[src/rtl/core/dmbe_pkg.sv]
// ----------------------------------------------------------------------------
// dmbe_pkg
// Types and constants shared by the dot-matrix band encoder modules.
// ----------------------------------------------------------------------------
`default_nettype none

package dmbe_pkg;

  localparam logic [7:0] ESC_BYTE   = 8'd27;
  localparam logic [7:0] CHAR_L     = 8'h4C;
  localparam logic [7:0] CHAR_J     = 8'h4A;
  localparam logic [7:0] CHAR_JL    = 8'h6A;
  localparam logic [7:0] CR_BYTE    = 8'd13;
  localparam logic [7:0] FEED_UNITS = 8'd21;
  localparam logic [7:0] JUMP_MAX   = 8'd255;
  localparam logic [7:0] DOT_LIMIT  = 8'd127;
  localparam logic [12:0] COL_LIMIT = 13'd4096;
  localparam logic [12:0] WIDTH_RST = 13'd640;

  localparam int QUEUE_DEPTH = 4;
  localparam int QUEUE_AW    = 2;

  localparam logic OP_COLUMN = 1'b0;
  localparam logic OP_FINISH = 1'b1;

  // one queued job for the back end
  typedef struct packed {
    logic        fin;   // finish job: arg holds the return distance
    logic        hdr;   // emit graphics header first
    logic        feed;  // emit line feed after the dot byte
    logic [7:0]  dots;
    logic [12:0] arg;   // band width (column) or distance (finish)
  } desc_t;

  typedef enum logic [2:0] {
    BST_IDLE,
    BST_HDR,
    BST_DATA,
    BST_FEED,
    BST_JUMP
  } bst_t;

endpackage

`default_nettype wire

[src/rtl/core/dot_matrix_band_encoder.sv]
// ----------------------------------------------------------------------------
// dot_matrix_band_encoder
// Flow: an accepted item is queued as a job; the byte sequencer in the back
//   end takes one job at a time, sets the rate, and loads each byte into the
//   registered output stage. Jobs: a column gives a header if first, its dot
//   byte and a feed at band end; a finish gives reversals of up to 255 units.
// Reset: counts, queue and sequencer cleared; band_width returns to 640.
// ----------------------------------------------------------------------------
`default_nettype none

module dot_matrix_band_encoder #(
  parameter int MAX_BANDS = 128
) (
  input  wire         clk,
  input  wire         rst_n,
  input  wire         in_tvalid,
  output logic        in_tready,
  input  wire  [63:0] in_tdata,    // pix_0 [7:0] .. pix_7 [63:56]
  input  wire         in_tuser,    // op
  output logic        out_tvalid,
  input  wire         out_tready,
  output logic [7:0]  out_tdata,   // out_byte
  output logic        out_tlast,
  input  wire         cfg_psel,
  input  wire         cfg_penable,
  input  wire         cfg_pwrite,
  input  wire  [2:0]  cfg_paddr,
  input  wire  [31:0] cfg_pwdata,
  output logic [31:0] cfg_prdata,
  output logic        cfg_pready
);

  localparam logic [2:0] ADDR_BAND_WIDTH = 3'd0;

  logic [12:0]     band_width_r;
  logic            cfg_wr;
  logic            q_push, q_pop, q_full, q_empty;
  dmbe_pkg::desc_t q_wdata, q_rdata;

  assign cfg_pready = 1'b1;
  assign cfg_wr     = cfg_psel && cfg_penable && cfg_pwrite && cfg_pready;
  assign cfg_prdata = (cfg_paddr == ADDR_BAND_WIDTH) ? {19'd0, band_width_r} : 32'd0;

  always_ff @(posedge clk) begin
    if (!rst_n) begin
      band_width_r <= dmbe_pkg::WIDTH_RST;
    end else if (cfg_wr && (cfg_paddr == ADDR_BAND_WIDTH)) begin
      band_width_r <= cfg_pwdata[12:0];
    end
  end

  dmbe_front #(
    .MAX_BANDS (MAX_BANDS)
  ) u_front (
    .clk        (clk),
    .rst_n      (rst_n),
    .in_tvalid  (in_tvalid),
    .in_tready  (in_tready),
    .in_tdata   (in_tdata),
    .in_tuser   (in_tuser),
    .band_width (band_width_r),
    .q_full     (q_full),
    .q_push     (q_push),
    .q_wdata    (q_wdata)
  );

  dmbe_fifo u_fifo (
    .clk   (clk),
    .rst_n (rst_n),
    .push  (q_push),
    .wdata (q_wdata),
    .pop   (q_pop),
    .rdata (q_rdata),
    .full  (q_full),
    .empty (q_empty)
  );

  dmbe_back u_back (
    .clk        (clk),
    .rst_n      (rst_n),
    .q_empty    (q_empty),
    .q_rdata    (q_rdata),
    .q_pop      (q_pop),
    .out_tvalid (out_tvalid),
    .out_tready (out_tready),
    .out_tdata  (out_tdata),
    .out_tlast  (out_tlast)
  );

  a_no_overflow: assert property (@(posedge clk) disable iff (!rst_n)
    q_push |-> !q_full)
    else $error("job queue overflow");

  a_no_underflow: assert property (@(posedge clk) disable iff (!rst_n)
    q_pop |-> !q_empty)
    else $error("job queue underflow");

  a_finish_queued: assert property (@(posedge clk) disable iff (!rst_n)
    (q_push && q_wdata.fin) |-> (q_wdata.arg != 13'd0))
    else $error("finish job queued with zero distance");

endmodule

`default_nettype wire

[src/rtl/core/dmbe_front.sv]
// ----------------------------------------------------------------------------
// dmbe_front
// Accepts input items, thresholds the pixels, tracks band state and queues
// one job per column, and per finish with nonzero distance, for the back end.
// ----------------------------------------------------------------------------
`default_nettype none

module dmbe_front #(
  parameter int MAX_BANDS = 128
) (
  input  wire                  clk,
  input  wire                  rst_n,
  input  wire                  in_tvalid,
  output logic                 in_tready,
  input  wire  [63:0]          in_tdata,
  input  wire                  in_tuser,
  input  wire  [12:0]          band_width,
  input  wire                  q_full,
  output logic                 q_push,
  output dmbe_pkg::desc_t      q_wdata
);

  localparam logic [7:0] MaxBandsC = 8'(MAX_BANDS);

  logic [11:0] column_count_r, column_count_nxt;
  logic [7:0]  band_count_r, band_count_nxt;
  logic [11:0] return_distance_r, return_distance_nxt;

  logic        accept;
  logic [7:0]  dots;
  logic [12:0] limit;
  logic [12:0] col_inc;
  logic        band_end;

  always_comb begin
    for (int i = 0; i < 8; i++) begin
      dots[7 - i] = (in_tdata[i*8 +: 8] < dmbe_pkg::DOT_LIMIT);
    end
  end

  assign in_tready = !q_full;
  assign accept    = in_tvalid && in_tready;
  assign limit     = (band_width > dmbe_pkg::COL_LIMIT) ? dmbe_pkg::COL_LIMIT : band_width;
  assign col_inc   = {1'b0, column_count_r} + 13'd1;
  assign band_end  = (col_inc >= limit);

  always_comb begin
    column_count_nxt    = column_count_r;
    band_count_nxt      = band_count_r;
    return_distance_nxt = return_distance_r;
    q_push              = 1'b0;
    q_wdata             = '0;
    if (accept) begin
      if (in_tuser == dmbe_pkg::OP_FINISH) begin
        q_push              = (return_distance_r != 12'd0);
        q_wdata.fin         = 1'b1;
        q_wdata.arg         = {1'b0, return_distance_r};
        column_count_nxt    = '0;
        band_count_nxt      = '0;
        return_distance_nxt = '0;
      end else begin
        q_push       = 1'b1;
        q_wdata.hdr  = (column_count_r == 12'd0);
        q_wdata.feed = band_end;
        q_wdata.dots = dots;
        q_wdata.arg  = band_width;
        if (band_end) begin
          column_count_nxt = '0;
          if (band_count_r < MaxBandsC) begin
            band_count_nxt      = band_count_r + 8'd1;
            return_distance_nxt = return_distance_r + 12'(dmbe_pkg::FEED_UNITS);
          end
        end else begin
          column_count_nxt = col_inc[11:0];
        end
      end
    end
  end

  always_ff @(posedge clk) begin
    if (!rst_n) begin
      column_count_r    <= '0;
      band_count_r      <= '0;
      return_distance_r <= '0;
    end else begin
      column_count_r    <= column_count_nxt;
      band_count_r      <= band_count_nxt;
      return_distance_r <= return_distance_nxt;
    end
  end

endmodule

`default_nettype wire

[src/rtl/core/dmbe_fifo.sv]
// ----------------------------------------------------------------------------
// dmbe_fifo
// Short job queue between front and back end.
// ----------------------------------------------------------------------------
`default_nettype none

module dmbe_fifo (
  input  wire                  clk,
  input  wire                  rst_n,
  input  wire                  push,
  input  dmbe_pkg::desc_t      wdata,
  input  wire                  pop,
  output dmbe_pkg::desc_t      rdata,
  output logic                 full,
  output logic                 empty
);

  dmbe_pkg::desc_t slot_r [dmbe_pkg::QUEUE_DEPTH];

  logic [dmbe_pkg::QUEUE_AW-1:0] wr_ptr_r, rd_ptr_r;
  logic [dmbe_pkg::QUEUE_AW:0]   count_r;

  assign full  = (count_r == (dmbe_pkg::QUEUE_AW+1)'(dmbe_pkg::QUEUE_DEPTH));
  assign empty = (count_r == '0);
  assign rdata = slot_r[rd_ptr_r];

  always_ff @(posedge clk) begin
    if (push) begin
      slot_r[wr_ptr_r] <= wdata;
    end
  end

  always_ff @(posedge clk) begin
    if (!rst_n) begin
      wr_ptr_r <= '0;
      rd_ptr_r <= '0;
      count_r  <= '0;
    end else begin
      if (push) begin
        wr_ptr_r <= wr_ptr_r + 1'b1;
      end
      if (pop) begin
        rd_ptr_r <= rd_ptr_r + 1'b1;
      end
      if (push && !pop) begin
        count_r <= count_r + 1'b1;
      end else if (pop && !push) begin
        count_r <= count_r - 1'b1;
      end
    end
  end

endmodule

`default_nettype wire

[src/rtl/core/dmbe_back.sv]
// ----------------------------------------------------------------------------
// dmbe_back
// Takes jobs from the queue and sequences the printer stream bytes into a
// registered output stage.
// ----------------------------------------------------------------------------
`default_nettype none

module dmbe_back (
  input  wire                  clk,
  input  wire                  rst_n,
  input  wire                  q_empty,
  input  dmbe_pkg::desc_t      q_rdata,
  output logic                 q_pop,
  output logic                 out_tvalid,
  input  wire                  out_tready,
  output logic [7:0]           out_tdata,
  output logic                 out_tlast
);

  dmbe_pkg::bst_t  state_r, state_nxt;
  dmbe_pkg::desc_t desc_r, desc_nxt;
  logic [1:0]      idx_r, idx_nxt;
  logic [11:0]     left_r, left_nxt;

  logic            ovalid_r, ovalid_nxt;
  logic [7:0]      obyte_r, obyte_nxt;
  logic            olast_r, olast_nxt;

  logic            can_load;
  logic [7:0]      jump;
  logic [11:0]     left_sub;

  assign can_load = !ovalid_r || out_tready;
  assign jump     = (left_r > 12'(dmbe_pkg::JUMP_MAX)) ? dmbe_pkg::JUMP_MAX : left_r[7:0];
  assign left_sub = left_r - {4'd0, jump};

  always_comb begin
    state_nxt  = state_r;
    desc_nxt   = desc_r;
    idx_nxt    = idx_r;
    left_nxt   = left_r;
    ovalid_nxt = ovalid_r && !out_tready;
    obyte_nxt  = obyte_r;
    olast_nxt  = olast_r;
    q_pop      = 1'b0;
    case (state_r)
      dmbe_pkg::BST_IDLE: begin
        if (!q_empty) begin
          q_pop    = 1'b1;
          desc_nxt = q_rdata;
          idx_nxt  = '0;
          left_nxt = q_rdata.arg[11:0];
          if (q_rdata.fin) begin
            state_nxt = dmbe_pkg::BST_JUMP;
          end else if (q_rdata.hdr) begin
            state_nxt = dmbe_pkg::BST_HDR;
          end else begin
            state_nxt = dmbe_pkg::BST_DATA;
          end
        end
      end
      dmbe_pkg::BST_HDR: begin
        if (can_load) begin
          ovalid_nxt = 1'b1;
          olast_nxt  = 1'b0;
          idx_nxt    = idx_r + 2'd1;
          case (idx_r)
            2'd0:    obyte_nxt = dmbe_pkg::ESC_BYTE;
            2'd1:    obyte_nxt = dmbe_pkg::CHAR_L;
            2'd2:    obyte_nxt = desc_r.arg[7:0];
            default: obyte_nxt = {3'd0, desc_r.arg[12:8]};
          endcase
          if (idx_r == 2'd3) begin
            state_nxt = dmbe_pkg::BST_DATA;
          end
        end
      end
      dmbe_pkg::BST_DATA: begin
        if (can_load) begin
          ovalid_nxt = 1'b1;
          obyte_nxt  = desc_r.dots;
          olast_nxt  = !desc_r.feed;
          idx_nxt    = '0;
          state_nxt  = desc_r.feed ? dmbe_pkg::BST_FEED : dmbe_pkg::BST_IDLE;
        end
      end
      dmbe_pkg::BST_FEED: begin
        if (can_load) begin
          ovalid_nxt = 1'b1;
          olast_nxt  = (idx_r == 2'd3);
          idx_nxt    = idx_r + 2'd1;
          case (idx_r)
            2'd0:    obyte_nxt = dmbe_pkg::ESC_BYTE;
            2'd1:    obyte_nxt = dmbe_pkg::CHAR_J;
            2'd2:    obyte_nxt = dmbe_pkg::FEED_UNITS;
            default: obyte_nxt = dmbe_pkg::CR_BYTE;
          endcase
          if (idx_r == 2'd3) begin
            state_nxt = dmbe_pkg::BST_IDLE;
          end
        end
      end
      dmbe_pkg::BST_JUMP: begin
        if (can_load) begin
          ovalid_nxt = 1'b1;
          olast_nxt  = 1'b0;
          idx_nxt    = idx_r + 2'd1;
          case (idx_r)
            2'd0:    obyte_nxt = dmbe_pkg::ESC_BYTE;
            2'd1:    obyte_nxt = dmbe_pkg::CHAR_JL;
            2'd2:    obyte_nxt = jump;
            default: obyte_nxt = dmbe_pkg::CR_BYTE;
          endcase
          if (idx_r == 2'd3) begin
            left_nxt  = left_sub;
            olast_nxt = (left_sub == 12'd0);
            if (left_sub == 12'd0) begin
              state_nxt = dmbe_pkg::BST_IDLE;
            end
          end
        end
      end
      default: begin
        state_nxt = dmbe_pkg::BST_IDLE;
      end
    endcase
  end

  always_ff @(posedge clk) begin
    if (!rst_n) begin
      state_r  <= dmbe_pkg::BST_IDLE;
      ovalid_r <= 1'b0;
    end else begin
      state_r  <= state_nxt;
      ovalid_r <= ovalid_nxt;
    end
  end

  always_ff @(posedge clk) begin
    desc_r  <= desc_nxt;
    idx_r   <= idx_nxt;
    left_r  <= left_nxt;
    obyte_r <= obyte_nxt;
    olast_r <= olast_nxt;
  end

  assign out_tvalid = ovalid_r;
  assign out_tdata  = obyte_r;
  assign out_tlast  = olast_r;

endmodule

`default_nettype wire

[config.mk]
export PLATFORM = sky130hd
export DESIGN_NAME = dot_matrix_band_encoder
export DESIGN_NICKNAME = d
export VERILOG_FILES = /design/src/rtl/core/dmbe_pkg.sv /design/src/rtl/core/dot_matrix_band_encoder.sv /design/src/rtl/core/dmbe_front.sv /design/src/rtl/core/dmbe_fifo.sv /design/src/rtl/core/dmbe_back.sv
export SDC_FILE = /design/constraint.sdc
export NUM_CORES = 1
export LEC_CHECK = 0
export ABC_AREA = 0
export BUFFER_PORTS_ARGS = -buffer_cell sky130_fd_sc_hd__buf_2
export CAP_MARGIN = 10
export CORE_UTILIZATION = 33
export CTS_CLUSTER_DIAMETER = 60
export CTS_CLUSTER_SIZE = 24
export DETAILED_ROUTE_END_ITERATION = 10
export GPL_TIMING_DRIVEN = 0
export PLACE_DENSITY = 0.59
export RECOVER_POWER = 50
export SLEW_MARGIN = 10
export SYNTH_ARGS = -nofsm -noshare
export SYNTH_HDL_FRONTEND = slang
export SYNTH_SLANG_ARGS = --single-unit
[constraint.sdc]
create_clock -name clk -period 4 [get_ports clk]
set_clock_uncertainty 0.05 [all_clocks]
set_input_delay 1.2 -clock clk [delete_from_list [all_inputs] [get_ports clk]]
set_output_delay 1.2 -clock clk [all_outputs]
set_load 0.1 [all_outputs]
==> impl_results.md <==
- Outcome: finished clean
- WL final: between 20000 and 25000 um
- Die H: 174 um
- GR Util met1: between 20% and 30%
- Initial Util: 33.7%
- Cell Area, Synth: 9740 um^2
- Vias per cell: around 5.0
- Final worst path period share: ~94%
- Layout Nets: 1162
- Most common cell in the netlist: edfxtp_1
- DR WL/cell: between 15 and 20 um
- Die area: a little over 30000 um^2
- FP Rows: 62
- Maxcap violations: 0
- Gr ovfl total: 0
- #FFs+latches synth: ~200
- Vias in the first global route: approximately 6800
- Comb power frac: between 30% and 40%
- Met2 global-route usage: between 20% and 30%
- Required time worst endpoint: ~2.8 ns
- Relative slew margins: ~20%
- Peak supply drop: around 0.28 mV
- DP HPWL: around 16000 um
- Synth Area per Inst: between 10 and 15 um^2
- Ant. Diodes: 0
- Met3 Track Usage GR: under 10%
- Drc violations: 0
- Sw power: 2.70 mW
- First-pass GRT wire length: approximately 36000 um
- Sequential power share: 41.3%
- Share of layout cells above drive strength 1: 18.8%
- FF-to-FF path depth: 13
- Final setup viols: 0
- Asr flop ratio synth: 0%
- Final core occ: approximately 40%
- Routability cong.: between 0.9 and 1
- Fmax: ~270 MHz
- Number of synthesized flops with an enable pin: approximately 140
- Gr busiest metal: met2
- Post-Place Cells: roughly 1400
- Primary FF master, synth: edfxtp_1
- Hold_ws: between 0.4 and 0.5 ns
- Hold path depth: 2
- Total GRT Usage: roughly 15%
- Worst setup SP type: input port
- Lkg Pwr: between 4 and 5 nW
- Fill count: 2854
- Syn Inst Count: 877
- CP arrival: between 2 and 3 ns
- Pin count of the biggest net entering global routing: 26
- CTS Buf Count: 17
- RSZ-0062 raised after global routing: false
- Worst-path clk slew: around 0.06 ns
- Port bufs: 109
- Share of the synthesized area in the top cell type: between 40% and 50%
- Root Buffer: clkbuf_16
- Synthesis Warnings: 0
- Internal cell power: 4.39 mW
- Post-route cell area: between 10000 and 15000 um^2
- Final Non-Filler Cells: 1421
- Min-delay worst type: reg2reg
- Worst Setup End Kind: output port
- Min Tclk post-route: between 3 and 4 ns
- Overall via count from detail_route: 7078
- Area Overhead vs Synth: 17.3%
- Final count of pins violating max slew: 0
- Net switching fraction of the power: 38.1%
- CTS tree: built
- Clk_lat worst skew: between 0.4 and 0.5 ns
- Leading area contributor after synthesis: edfxtp_1
- Drt initial violations: roughly 590
- Yosys cell types: 63
- Post-route ant nets: 0
- CTS Sinks: approximately 200
- Commonest cells post-synth: edfxtp_1, nand2_1, nor2_1
- DIE WIDTH: between 150 and 200 um
- Worst Path Max Fanout: 10
- Total power: 7.09 mW
- Actual transition at the worst max-transition pin: between 1 and 1.5 ns
- Htree depth: 4
- Sequential element share of the synthesized area: a little under three fifths
- Top post-synthesis cells by area: edfxtp_1, dfxtp_1, mux4_2, nand2_1, ha_1
- Initial antenna violation count: 0
- Crit Path Class: in2out
- Core box area: 28900 um^2
- Final Hold Viols: 0
- Power per cell area: ~620 nW/um^2
- Clock share of power: 23.4%
- First-pass iteration count of the detailed router: 5
- Maximum root-to-sink buffer count: 2
- Placed cell area: roughly 11000 um^2
- Ports: around 150
==> routing by layer <==
metal / vias to the layer above / share of wire, %
li1: 3468 / -
met1: 3404 / 47
met2: 183 / 47
met3: 23 / 4.0
met4: 0 / 1.3
met5: - / 0
==> power by group through the flow <==
stage          Clock, mW  Combinational (mW)  Sequential (mW)
2_1_floorplan          0                1.55             3.28
3_3_place_gp           0                2.47             2.96
3_5_place_dp           0                2.51             2.97
4_1_cts             1.69                2.52             2.92
5_1_grt             1.77                2.75             2.96
6_report            1.66                2.50             2.93
==> layout make-up <==
cell class                      count  area (um^2)  share of cell area [%]
Sequential cell                   199         5400                    47.2
Multi-Input combinational cell    604         3980                    34.9
Timing Repair Buffer              112          558                    4.89
Tap cell                          384          480                    4.21
Clock buffer                       19          433                    3.79
Buffer                             66          345                    3.02
Clock inverter                     12          129                    1.13
Inverter                           25         93.8                   0.822
==> what timing repair did <==
item                                    in CTS  in global routing
pin swaps                                    0                  1
buffers inserted                             0                  2
endpoints found under the hold margin        0                  0
resized for setup                            1                  3
endpoints found under the setup margin      10                 30
hold buffers                                 0                  0
==> flip-flops by register name, indices dropped and copies added (netlist names), named ones only <==
register / flops
band_width_r: 13
u_back.desc_r: 22
u_back.idx_r: 2
u_back.left_r: 12
u_back.out_tdata: 8
u_back.out_tlast: 1
u_back.out_tvalid: 1
u_back.state_r: 3
u_fifo.count_r: 3
u_fifo.rd_ptr_r: 2
u_fifo.slot_r: 96
u_fifo.wr_ptr_r: 2
u_front.band_count_r: 8
u_front.column_count_r: 12
u_front.return_distance_r: 12
==> cell usage in the layout, fill, tap and decap left out, types with 6 or more instances in the layout <==
master	count
a21o_1	7
a21oi_1	40
a22o_1	7
a31oi_1	9
and2_1	13
and3_1	8
buf_2	101
buf_4	23
clkbuf_1	51
clkbuf_16	17
conb_1	20
dfxtp_1	58
edfxtp_1	141
ha_1	29
inv_1	24
mux2i_1	16
mux4_2	24
nand2_1	109
nand3_1	40
nand4_1	17
nor2_1	83
nor3_1	20
nor4_1	6
o21ai_0	43
or3_1	7
xnor2_1	15
xor2_1	15
==> path summary, 6_finish.rpt <==
path / start / to / slack (ns)
setup / recovery: cfg_paddr[1] / cfg_prdata[3] / 0.25
hold reg to reg: u_front.column_count_r[11] / u_front.column_count_r[11] / 0.43
hold / removal: u_front.column_count_r[11] / u_front.column_count_r[11] / 0.43
setup reg to reg: u_front.column_count_r[0] / u_fifo.slot_r[3][21] / 0.41
==> worst max-delay path, cell delays in order <==
cell	delay, ns
clkbuf_1	0.10
nor3_4	0.33
clkbuf_1	0.27
and2_1	0.17
buf_2	0.42
==> logic make-up after synthesis <==
group           count (synthesis)  synth area share, %
mux                            44                 7.66
simple gates                  336                 16.2
xor+xnor                       30                 2.70
flops                         199                 55.4
compound gates                144                 9.38
fa+ha+maj                      30                 3.93
other cells                     2               0.0771
buf+inv                        92                 4.61
==> metrics by stage <==
stage | setup TNS (ns) | worst slack, ns
finish | 0 | 0.255
global route | 0 | 0.0729
CTS | 0 | 0.0549
detailed placement | -3.24 | -0.215
global placement | -5.98 | -0.209
floorplan | 0 | 0.206
Note: power is estimated with default switching activity, not from simulation.
